<file path="src/rtl/swmf_pkg.sv">
// Shared types and constants for the sliding window median filter.
// Used by the sorting cells, the sorting chain and the top level.
// No dependencies.
package swmf_pkg;

  // Default sizing handed to the top level parameters.
  localparam int MAX_HALF_DEF    = 8;
  localparam int SAMPLE_BITS_DEF = 24;

  // Configuration register file.
  localparam int         CFG_ADDR_W        = 3;
  localparam int         WIDTH_BITS        = 5;
  localparam logic [4:0] WIDTH_RESET       = 5'd5;
  localparam logic       REG_WINDOW_WIDTH  = 1'b0;

  // Command broadcast to every sorting cell.
  typedef struct packed {
    logic clear;
    logic insert;
    logic shift;
  } swmf_ctrl_t;

  // Status that a sorting cell hands to its neighbors.
  typedef struct packed {
    logic full;
    logic gt;   // empty, or holds a value greater than the broadcast one
  } swmf_cell_st_t;

endpackage

</file>
<file path="src/rtl/swmf_sort_cell.sv">
// One cell of the insertion sorting chain: holds one value and its occupancy.
// Depends on swmf_pkg for the command and status structs.
module swmf_sort_cell import swmf_pkg::*; #(
  parameter int W = SAMPLE_BITS_DEF
) (
  input  logic                clk,
  input  logic                rst_n,
  input  swmf_ctrl_t          ctrl,
  input  logic signed [W-1:0] x,
  input  logic signed [W-1:0] prev_val,
  input  swmf_cell_st_t       prev_st,
  input  logic signed [W-1:0] next_val,
  input  swmf_cell_st_t       next_st,
  output logic signed [W-1:0] val,
  output swmf_cell_st_t       st
);

  logic signed [W-1:0] val_r;
  logic                full_r;

  assign val     = val_r;
  assign st.full = full_r;
  assign st.gt   = !full_r || (val_r > x);

  always_ff @(posedge clk) begin
    if (!rst_n) begin
      full_r <= 1'b0;
    end else if (ctrl.clear) begin
      full_r <= 1'b0;
    end else if (ctrl.insert) begin
      if (prev_st.gt) begin
        full_r <= prev_st.full;
      end else if (st.gt) begin
        full_r <= 1'b1;
      end
    end else if (ctrl.shift) begin
      full_r <= next_st.full;
    end
  end

  always_ff @(posedge clk) begin
    if (ctrl.insert && !ctrl.clear) begin
      // take the neighbor's value when the new one lands below us
      if (prev_st.gt) begin
        val_r <= prev_val;
      end else if (st.gt) begin
        val_r <= x;
      end
    end else if (ctrl.shift && !ctrl.clear) begin
      val_r <= next_val;
    end
  end

endmodule

</file>
<file path="src/rtl/swmf_sort_chain.sv">
// Row of sorting cells kept in ascending order, with an insert count.
// Depends on swmf_pkg and swmf_sort_cell.
module swmf_sort_chain import swmf_pkg::*; #(
  parameter int W     = SAMPLE_BITS_DEF,
  parameter int DEPTH = 2 * MAX_HALF_DEF + 1
) (
  input  logic                         clk,
  input  logic                         rst_n,
  input  swmf_ctrl_t                   ctrl,
  input  logic signed [W-1:0]          x,
  output logic [$clog2(DEPTH+1)-1:0]   cnt,
  output logic signed [W-1:0]          head0,
  output logic signed [W-1:0]          head1
);

  localparam int CNT_W = $clog2(DEPTH + 1);

  logic signed [W-1:0] cval [DEPTH];
  swmf_cell_st_t       cst  [DEPTH];
  logic [CNT_W-1:0]    cnt_r;

  localparam swmf_cell_st_t ST_LOW   = '{full: 1'b1, gt: 1'b0};
  localparam swmf_cell_st_t ST_EMPTY = '{full: 1'b0, gt: 1'b1};

  for (genvar i = 0; i < DEPTH; i++) begin : g_cell
    logic signed [W-1:0] pv, nv;
    swmf_cell_st_t       ps, ns;

    if (i == 0) begin : g_first
      assign pv = '0;
      assign ps = ST_LOW;
    end else begin : g_mid
      assign pv = cval[i-1];
      assign ps = cst[i-1];
    end

    if (i == DEPTH - 1) begin : g_tail
      assign nv = '0;
      assign ns = ST_EMPTY;
    end else begin : g_body
      assign nv = cval[i+1];
      assign ns = cst[i+1];
    end

    swmf_sort_cell #(.W(W)) u_cell (
      .clk      (clk),
      .rst_n    (rst_n),
      .ctrl     (ctrl),
      .x        (x),
      .prev_val (pv),
      .prev_st  (ps),
      .next_val (nv),
      .next_st  (ns),
      .val      (cval[i]),
      .st       (cst[i])
    );
  end

  always_ff @(posedge clk) begin
    if (!rst_n) begin
      cnt_r <= '0;
    end else if (ctrl.clear) begin
      cnt_r <= '0;
    end else if (ctrl.insert) begin
      cnt_r <= cnt_r + CNT_W'(1);
    end
  end

  assign cnt   = cnt_r;
  assign head0 = cval[0];
  assign head1 = cval[1];

endmodule

</file>
<file path="src/rtl/swmf_window_line.sv">
// Shift line of recent samples with their valid flags, newest at entry zero.
// One registered read port; no package dependency.
module swmf_window_line #(
  parameter int W     = 24,
  parameter int DEPTH = 17
) (
  input  logic                       clk,
  input  logic                       shift_en,
  input  logic signed [W-1:0]        din_val,
  input  logic                       din_ok,
  input  logic [$clog2(DEPTH)-1:0]   rd_idx,
  output logic signed [W-1:0]        rd_val,
  output logic                       rd_ok
);

  logic signed [W-1:0] val_q [DEPTH];
  logic                ok_q  [DEPTH];
  logic signed [W-1:0] rd_val_r;
  logic                rd_ok_r;

  always_ff @(posedge clk) begin
    if (shift_en) begin
      val_q[0] <= din_val;
      ok_q[0]  <= din_ok;
      for (int k = 1; k < DEPTH; k++) begin
        val_q[k] <= val_q[k-1];
        ok_q[k]  <= ok_q[k-1];
      end
    end
    rd_val_r <= val_q[rd_idx];
    rd_ok_r  <= ok_q[rd_idx];
  end

  assign rd_val = rd_val_r;
  assign rd_ok  = rd_ok_r;

endmodule

</file>
<file path="src/rtl/sliding_window_median_filter_unit.sv">
// Sliding window median filter, top level.
// Depends on swmf_pkg, swmf_window_line, swmf_sort_chain and swmf_sort_cell.
//
// Centered running median over a stream of signed samples, each carrying a
// valid flag that stands in for NaN. With h = window_width/2 (capped at
// MAX_HALF), the result for a stream position is twice the median of the
// valid samples within +/- h positions, cut at the stream ends; an even
// count gives the sum of the two middle values, so the result is exact in
// half-LSB units. An invalid sample gives an invalid result with data zero.
// Widths of 0 or 1 pass samples through (doubled). Results lag the input by
// h transactions; the transaction marked tlast flushes every pending result,
// the final one carrying tlast, and the next transaction starts a new stream.
// Timing: a transaction is taken only while the block is idle. Each result
// then passes the states S_START, S_FEED, S_DRAIN, S_SHIFT and S_RESULT; in
// S_FEED the E window entries (at most 2*MAX_HALF+1) are fed one per cycle
// from the single read port of the window line into the sorting chain, and
// S_SHIFT makes S shifts (at most MAX_HALF) that bring the middle of the
// sorted chain to its head. A transaction that yields no result leaves the
// block idle. The result sits in an output register, so the next transaction
// is taken while it waits. window_width is written over the APB-style port at
// byte address 0; write it only while the block is idle.
module sliding_window_median_filter_unit import swmf_pkg::*; #(
  parameter int MAX_HALF    = MAX_HALF_DEF,
  parameter int SAMPLE_BITS = SAMPLE_BITS_DEF
) (
  input  logic                                 clk,
  input  logic                                 rst_n,
  // input stream
  input  logic                                 in_tvalid,
  output logic                                 in_tready,
  input  logic [((SAMPLE_BITS+7)/8)*8-1:0]     in_tdata,   // sample
  input  logic                                 in_tuser,   // sample_valid
  input  logic                                 in_tlast,   // last
  // result stream
  output logic                                 out_tvalid,
  input  logic                                 out_tready,
  output logic [((SAMPLE_BITS+8)/8)*8-1:0]     out_tdata,  // median_half_lsb
  output logic                                 out_tuser,  // median_valid
  output logic                                 out_tlast,  // last_out
  // configuration
  input  logic                                 cfg_psel,
  input  logic                                 cfg_penable,
  input  logic                                 cfg_pwrite,
  input  logic [CFG_ADDR_W-1:0]                cfg_paddr,
  input  logic [31:0]                          cfg_pwdata,
  output logic [31:0]                          cfg_prdata,
  output logic                                 cfg_pready
);

  localparam int DEPTH   = 2 * MAX_HALF + 1;
  localparam int IDX_W   = $clog2(DEPTH);
  localparam int CNT_W   = $clog2(DEPTH + 1);
  localparam int HALF_W  = $clog2(MAX_HALF + 1);
  localparam int OUT_W   = SAMPLE_BITS + 1;
  localparam int OTD_W   = ((SAMPLE_BITS + 8) / 8) * 8;

  typedef enum logic [2:0] {
    S_IDLE,
    S_START,
    S_FEED,
    S_DRAIN,
    S_SHIFT,
    S_RESULT
  } state_t;

  state_t                   state_r, state_nxt;
  logic [WIDTH_BITS-1:0]    width_r, width_nxt;
  logic [CNT_W-1:0]         n_r, n_nxt;        // stream position
  logic [CNT_W-1:0]         nj_r, nj_nxt;      // stream position seen by the job
  logic [HALF_W-1:0]        h_r, h_nxt;
  logic [IDX_W-1:0]         c_r, c_nxt;        // center of the current result
  logic                     last_r, last_nxt;
  logic [IDX_W-1:0]         idx_r, idx_nxt;
  logic [IDX_W-1:0]         hi_r, hi_nxt;
  logic                     feed_v_r, feed_v_nxt;
  logic                     feed_ctr_r, feed_ctr_nxt;
  logic                     ctr_ok_r, ctr_ok_nxt;
  logic [CNT_W-1:0]         shf_r, shf_nxt;
  logic                     out_tvalid_r, out_tvalid_nxt;
  logic signed [OUT_W-1:0]  out_data_r, out_data_nxt;
  logic                     out_ok_r, out_ok_nxt;
  logic                     out_last_r, out_last_nxt;

  logic                     in_acc;
  logic                     cfg_wr;
  logic [HALF_W-1:0]        h_cur;
  logic [CNT_W-1:0]         n_inc;
  logic [IDX_W-1:0]         n_inc_m1;
  logic [IDX_W-1:0]         lo_c, hi_c, sum_c, nj_m1;
  logic [IDX_W-1:0]         h_idx;
  logic [CNT_W-1:0]         cnt, shf_target, cnt_half;
  logic signed [SAMPLE_BITS-1:0] head0, head1, rd_val;
  logic                     rd_ok;
  logic signed [OUT_W-1:0]  median;
  logic                     out_free;
  swmf_ctrl_t               ctrl;

  // ---------------------------------------------------------------- ports
  assign in_tready  = (state_r == S_IDLE);
  assign in_acc     = in_tvalid && in_tready;
  assign out_tvalid = out_tvalid_r;
  assign out_tdata  = OTD_W'(unsigned'(out_data_r));
  assign out_tuser  = out_ok_r;
  assign out_tlast  = out_last_r;
  assign out_free   = !out_tvalid_r || out_tready;

  assign cfg_pready = 1'b1;
  assign cfg_wr     = cfg_psel && cfg_penable && cfg_pwrite && cfg_pready;
  assign cfg_prdata = (cfg_paddr[2] == REG_WINDOW_WIDTH) ? 32'(width_r) : '0;

  // ------------------------------------------------------- window geometry
  // Half width from the register, capped at the line's reach.
  always_comb begin
    if (32'(width_r[WIDTH_BITS-1:1]) > MAX_HALF) begin
      h_cur = HALF_W'(MAX_HALF);
    end else begin
      h_cur = HALF_W'(width_r[WIDTH_BITS-1:1]);
    end
  end

  assign n_inc    = (n_r == CNT_W'(DEPTH)) ? n_r : n_r + CNT_W'(1);
  assign n_inc_m1 = IDX_W'(n_inc - CNT_W'(1));

  // Window bounds of the current center: [max(0,c-h), min(c+h, n-1)].
  assign h_idx = IDX_W'(h_r);
  assign lo_c  = (c_r >= h_idx) ? c_r - h_idx : '0;
  assign sum_c = c_r + h_idx;
  assign nj_m1 = IDX_W'(nj_r - CNT_W'(1));
  assign hi_c  = (sum_c > nj_m1) ? nj_m1 : sum_c;

  // Shifts that bring the lower middle element to the head of the chain.
  assign cnt_half = cnt >> 1;
  always_comb begin
    if (cnt[0]) begin
      shf_target = cnt_half;
    end else if (cnt == '0) begin
      shf_target = '0;
    end else begin
      shf_target = cnt_half - CNT_W'(1);
    end
  end

  // Doubled median from the head of the chain; zero for an invalid center.
  always_comb begin
    if (!ctr_ok_r) begin
      median = '0;
    end else if (cnt[0]) begin
      median = {head0, 1'b0};
    end else begin
      median = OUT_W'(head0) + OUT_W'(head1);
    end
  end

  // ---------------------------------------------------------- datapath
  assign ctrl.clear  = (state_r == S_START);
  assign ctrl.insert = feed_v_r && rd_ok;
  assign ctrl.shift  = (state_r == S_SHIFT) && (shf_r != shf_target);

  swmf_window_line #(
    .W     (SAMPLE_BITS),
    .DEPTH (DEPTH)
  ) u_line (
    .clk      (clk),
    .shift_en (in_acc),
    .din_val  (signed'(in_tdata[SAMPLE_BITS-1:0])),
    .din_ok   (in_tuser),
    .rd_idx   (idx_r),
    .rd_val   (rd_val),
    .rd_ok    (rd_ok)
  );

  swmf_sort_chain #(
    .W     (SAMPLE_BITS),
    .DEPTH (DEPTH)
  ) u_chain (
    .clk   (clk),
    .rst_n (rst_n),
    .ctrl  (ctrl),
    .x     (rd_val),
    .cnt   (cnt),
    .head0 (head0),
    .head1 (head1)
  );

  // ------------------------------------------------------------ control
  always_comb begin
    state_nxt      = state_r;
    width_nxt      = width_r;
    n_nxt          = n_r;
    nj_nxt         = nj_r;
    h_nxt          = h_r;
    c_nxt          = c_r;
    last_nxt       = last_r;
    idx_nxt        = idx_r;
    hi_nxt         = hi_r;
    feed_v_nxt     = 1'b0;
    feed_ctr_nxt   = 1'b0;
    ctr_ok_nxt     = ctr_ok_r;
    shf_nxt        = shf_r;
    out_tvalid_nxt = out_tvalid_r && !out_tready;
    out_data_nxt   = out_data_r;
    out_ok_nxt     = out_ok_r;
    out_last_nxt   = out_last_r;

    if (cfg_wr && (cfg_paddr[2] == REG_WINDOW_WIDTH)) begin
      width_nxt = cfg_pwdata[WIDTH_BITS-1:0];
    end

    // capture the center's own valid flag as it streams past
    if (feed_v_r && feed_ctr_r) begin
      ctr_ok_nxt = rd_ok;
    end

    case (state_r)
      S_IDLE: begin
        if (in_acc) begin
          h_nxt    = h_cur;
          nj_nxt   = n_inc;
          last_nxt = in_tlast;
          if (in_tlast) begin
            // flush: start at the oldest pending center, end at the newest sample
            n_nxt     = '0;
            c_nxt     = (32'(n_inc_m1) < 32'(h_cur)) ? n_inc_m1 : IDX_W'(h_cur);
            state_nxt = S_START;
          end else begin
            n_nxt = n_inc;
            c_nxt = IDX_W'(h_cur);
            if (32'(n_inc) > 32'(h_cur)) begin
              state_nxt = S_START;
            end
          end
        end
      end
      S_START: begin
        idx_nxt    = lo_c;
        hi_nxt     = hi_c;
        shf_nxt    = '0;
        ctr_ok_nxt = 1'b0;
        state_nxt  = S_FEED;
      end
      S_FEED: begin
        feed_v_nxt   = 1'b1;
        feed_ctr_nxt = (idx_r == c_r);
        if (idx_r == hi_r) begin
          state_nxt = S_DRAIN;
        end else begin
          idx_nxt = idx_r + IDX_W'(1);
        end
      end
      S_DRAIN: begin
        state_nxt = S_SHIFT;
      end
      S_SHIFT: begin
        if (shf_r == shf_target) begin
          state_nxt = S_RESULT;
        end else begin
          shf_nxt = shf_r + CNT_W'(1);
        end
      end
      S_RESULT: begin
        if (out_free) begin
          out_tvalid_nxt = 1'b1;
          out_data_nxt   = median;
          out_ok_nxt     = ctr_ok_r;
          out_last_nxt   = last_r && (c_r == '0);
          if (last_r && (c_r != '0)) begin
            c_nxt     = c_r - IDX_W'(1);
            state_nxt = S_START;
          end else begin
            state_nxt = S_IDLE;
          end
        end
      end
      default: begin
        state_nxt = S_IDLE;
      end
    endcase
  end

  always_ff @(posedge clk) begin
    if (!rst_n) begin
      state_r      <= S_IDLE;
      width_r      <= WIDTH_RESET;
      n_r          <= '0;
      feed_v_r     <= 1'b0;
      feed_ctr_r   <= 1'b0;
      out_tvalid_r <= 1'b0;
    end else begin
      state_r      <= state_nxt;
      width_r      <= width_nxt;
      n_r          <= n_nxt;
      feed_v_r     <= feed_v_nxt;
      feed_ctr_r   <= feed_ctr_nxt;
      out_tvalid_r <= out_tvalid_nxt;
    end
    nj_r       <= nj_nxt;
    h_r        <= h_nxt;
    c_r        <= c_nxt;
    last_r     <= last_nxt;
    idx_r      <= idx_nxt;
    hi_r       <= hi_nxt;
    ctr_ok_r   <= ctr_ok_nxt;
    shf_r      <= shf_nxt;
    out_data_r <= out_data_nxt;
    out_ok_r   <= out_ok_nxt;
    out_last_r <= out_last_nxt;
  end

endmodule
</file>
<file path="config.mk">
export PLATFORM = sky130hd
export DESIGN_NAME = sliding_window_median_filter_unit
export DESIGN_NICKNAME = d
export VERILOG_FILES = /design/src/rtl/swmf_pkg.sv /design/src/rtl/swmf_sort_cell.sv /design/src/rtl/swmf_sort_chain.sv /design/src/rtl/swmf_window_line.sv /design/src/rtl/sliding_window_median_filter_unit.sv
export SDC_FILE = /design/constraint.sdc
export NUM_CORES = 2
export LEC_CHECK = 0
export BUFFER_PORTS_ARGS = -buffer_cell sky130_fd_sc_hd__buf_4
export CAP_MARGIN = 20
export CORE_UTILIZATION = 50
export CTS_CLUSTER_DIAMETER = 100
export CTS_CLUSTER_SIZE = 10
export DETAILED_ROUTE_END_ITERATION = 8
export HOLD_SLACK_MARGIN = 0.08
export PLACE_DENSITY = 0.69
export SETUP_SLACK_MARGIN = 0.05
export SLEW_MARGIN = 15
export SYNTH_ARGS = -nofsm -noshare
export SYNTH_HDL_FRONTEND = slang
export SYNTH_SLANG_ARGS = --single-unit
</file>
<file path="constraint.sdc">
create_clock -name clk -period 12.15 [get_ports clk]
set_clock_uncertainty 0.2 [all_clocks]
set_input_delay 3.0375 -clock clk [delete_from_list [all_inputs] [get_ports clk]]
set_output_delay 3.0375 -clock clk [all_outputs]
set_load 0.03 [all_outputs]
</file>
==> impl_results.md <==
* Cells after Synth at 4,462
* Slew margin rel. at 0.2275
* Filler cells at 8,721
* FF-to-FF path depth at 11
* Vias in the first global route at 36.73k
* Register share of total power at 0.402
* Sw Share at 0.3595
* Area Growth Syn to Fin at 9.617%
* Switch Pwr at 0.004137 W
* Hold endpoint: u_line.val_q[7][3]
* Setup crit start kind: primary input
* Worst Path Required at 8.91 ns
* WHS Path Cells at 0
* Antenna viol nets, final at 0
* Die area at 108,500 µm²
* Power Internal at 0.007371 W
* Slew @ Worst Pin at 1.154 ns
* FF-to-FF End: u_chain.g_cell[2].u_cell.val[16]
* Hold Path Origin: u_line.val_q[6][3]
* Core footprint at 105,900 µm²
* CTS tree: done
* # resized after CTS at 0
* Routed WL per cell at 23.82 µm
* Layout Nets at 4,985
* IO Count at 137
* Placed instance area at 55,670 µm²
* Seq/Total Area, Yosys at 0.5224
* Met2 Routed Length at 62.91 mm
* DR vias/cell at 6.415
* Share of total power in the clock network at 0.259
* Highest metal used: met5
* Number of cell rows at 119
* Mapped Area at 53,610 µm²
* Status: finished with violations
* Max-cap violations at 0
* Hpwl dp at 97.10 mm
* Failing checks: DRC
* Starting density of the core at 0.5064
* Dominant synthesized flop cell: edfxtp_1
* Drt pass-1 iters at 9
* CTS Buf Count at 105
* Max Root-Sink Buffers at 3
* Worst vdd ir at 0.1546 mV
* Number of flops mapped to enable cells by yosys at 890
* CP Capture Type: output pin
* Reg-to-reg setup timing slack at 6.48 ns
* Fmax at 0.1497 GHz
* Die width at 329.5 µm
* H-tree level count at 3
* Worst-Skew Late Latency at 0.73 ns
* Worst-path fanout max at 6
* Gpl congestion at 0.9433
* Average instance area after synthesis at 12.02 µm²
* Hold Path Class: reg -> reg
* Lkg Pwr at 22.96 nW
* Layout cells sized above 1 at 0.1087
* Metal-1 WL at 63.25 mm
* N_diodes at 0
* Tot GR Track Use at 0.2578
* Grt ovf at 0
* Min Hold Slack at 0.2302 ns
* Die height at 329.5 µm
* Pwr dens at 195.8 nW/µm²
* Async SR Flop Fraction at 0
* Seq cells post-synth at 954
* # hold bufs at CTS at 0
* First-pass GRT wire length at 216.9 mm
* Setup Viol. Count Final at 0
* Tcrit/Tclk final at 0.5498
* Number of antenna violations at the first check in global routing at 3
* Reg2reg start: u_line.rd_val[9]
* Drt total wl at 140.7 mm
* Design Area, Final at 58,770 µm²
* Critical path arrival at 3.44 ns
* WS Path Type: in -> out
* Drc violations at 1
* RSZ-0062 raised after global routing: false
* WL met3 at 10.64 mm
* Post-CTS Setup Repair Bufs at 0
* Distinct cells, synth at 79
* Routed vias at 37.89k
* TNS Setup at 0 ns
* Fin. max-slew vios at 0
* Combinational share of power at 0.340
* Port-buffer cells at 72
* 1st-iter DRT viols at 3,834
* Min Tclk post-route at 6.680 ns
* CTS root buf: clkbuf_16
* Largest net degree at the start of global routing at 191
* Yosys warns at 0
* Clk slew on worst S/H paths at 0.06 ns
* Hold Fails Final Rpt at 0
* Clock sinks at 954
## power by group through the flow
| stage | clock network (W) | logic [W] | registers [W] |
|---|---|---|---|
| after global placement | 0 | 0.00367 | 0.00465 |
| after CTS | 0.00302 | 0.00385 | 0.00461 |
| after detailed placement | 0 | 0.00382 | 0.00466 |
| after floorplan | 0 | 0.00274 | 0.00451 |
| after global routing | 0.00314 | 0.00430 | 0.00466 |
| final | 0.00298 | 0.00391 | 0.00462 |
## Yosys cell counts, types with 12 or more instances
library cell / instances / area, µm²
edfxtp_1: 890 / 26730
ha_1: 463 / 5793
nand2_1: 460 / 1727
nor2_1: 334 / 1254
clkbuf_1: 209 / 784.5
a21oi_1: 180 / 900.9
a221o_1: 171 / 1712
o21ai_1: 164 / 820.8
mux2i_1: 142 / 1421
mux4_2: 125 / 2815
nand3_1: 116 / 580.6
a21o_1: 90 / 675.7
inv_1: 82 / 307.8
a211oi_1: 79 / 593.1
nand4_1: 76 / 475.5
o21ai_0: 74 / 370.4
dfxtp_1: 64 / 1281
o211ai_1: 64 / 480.5
nor3_1: 60 / 300.3
nor2b_1: 53 / 331.6
o2111ai_1: 51 / 446.7
buf_1: 47 / 176.4
and3_1: 37 / 231.5
buf_2: 35 / 175.2
buf_4: 35 / 262.8
xnor2_1: 32 / 280.3
xor2_1: 29 / 254.0
and2_1: 25 / 156.4
mux2_2: 25 / 281.5
o31ai_1: 22 / 165.2
nand2b_1: 19 / 118.9
a31oi_1: 16 / 100.1
nor4_1: 14 / 87.58
o211a_1: 13 / 130.1
or3_1: 12 / 75.07
## logic make-up after synthesis
| kind of cell | Yosys count | synth area share |
|---|---|---|
| simple gates | 1248 | 0.1060 |
| mux | 292 | 0.08427 |
| flops | 954 | 0.5224 |
| buf+inv | 416 | 0.03314 |
| compound gates | 1023 | 0.1350 |
| other cells | 2 | 0.0001401 |
| fa+ha+maj | 466 | 0.1092 |
| xor+xnor | 61 | 0.009965 |
## layout by cell type (no fill, tap or decap), drive strengths merged, types with 9 or more instances in the layout
master   netlist  final
dfxtp         64     64
and3          37     37
and4          11     11
nand2b        19     19
edfxtp       890    890
mux2i        142    142
mux2          25     25
o2111ai       51     51
and2          25     25
o21ai        238    238
o31a           9      9
nor2         334    334
buf          120    178
nand4         76     76
nand3        116    116
a21oi        180    180
nor2b         53     53
or3           12     12
o211ai        64     64
clkbuf       209    164
a31oi         16     16
o21bai        11     11
ha           463    463
o21a          11     11
nand2        460    460
xor2          29     29
o31ai         23     23
inv           85     86
a221o        171    171
a21o          90     90
xnor2         32     32
a211oi        79     79
conb           2     35
mux4         125    125
nor3          60     60
o211a         13     13
nor4          15     15
## metal layers
| metal | track usage | vias to the layer above |
|---|---|---|
| li1 | - | 17270 |
| met1 | 0.3766 | 18830 |
| met2 | 0.3908 | 1525 |
| met3 | 0.04655 | 270 |
| met4 | 0.07810 | 2 |
| met5 | 0 | - |
## critical path: stages
cell and delay [ns]:
buf_4 0.13, nor2b_1 0.11, buf_4 0.17
## through the flow
| step | utilization | setup slack (ns) | power [W] | cells |
|---|---|---|---|---|
| floorplan | - | 1.699 | 0.007245 | 4495 |
| global placement | 0.5251 | 5.473 | 0.008314 | 5723 |
| detailed placement | 0.5258 | 5.470 | 0.008484 | 5730 |
| CTS | 0.5546 | 5.466 | 0.01148 | 5902 |
| global route | 0.5552 | 5.431 | 0.01210 | 5907 |
| finish | 0.5552 | 5.470 | 0.01151 | 5907 |
## layout make-up
cell class                      count  area, µm²  share of cell area
Clock buffer                      164       2849             0.04848
Inverter                           87      330.3            0.005620
Clock inverter                      8      193.9            0.003300
Sequential cell                   954      28010              0.4766
Timing Repair Buffer              178       1424             0.02423
Tap cell                         1391       1740             0.02961
Multi-Input combinational cell   3125      24220              0.4122
## sequential cells by signal, summed over array words and instances (netlist names), 17 cells and up
name / flops
u_chain.g_cell.u_cell.val: 408
out_data_r: 25
u_chain.g_cell.u_cell.full_r: 17
u_line.ok_q: 17
u_line.val_q: 408
u_line.rd_val: 24
## worst max path at each step
stage               depth (start not counted)  slack (ns)             to          from
floorplan                                   2        1.70         h_r[0]     in_tvalid
global placement                            3        5.47  cfg_prdata[3]  cfg_paddr[2]
detailed placement                          3        5.47  cfg_prdata[0]  cfg_paddr[2]
CTS                                         3        5.47  cfg_prdata[0]  cfg_paddr[2]
global route                                3        5.43  cfg_prdata[2]  cfg_paddr[2]
finish                                      3        5.47  cfg_prdata[0]  cfg_paddr[2]
Power figures use the tool's default switching activity.
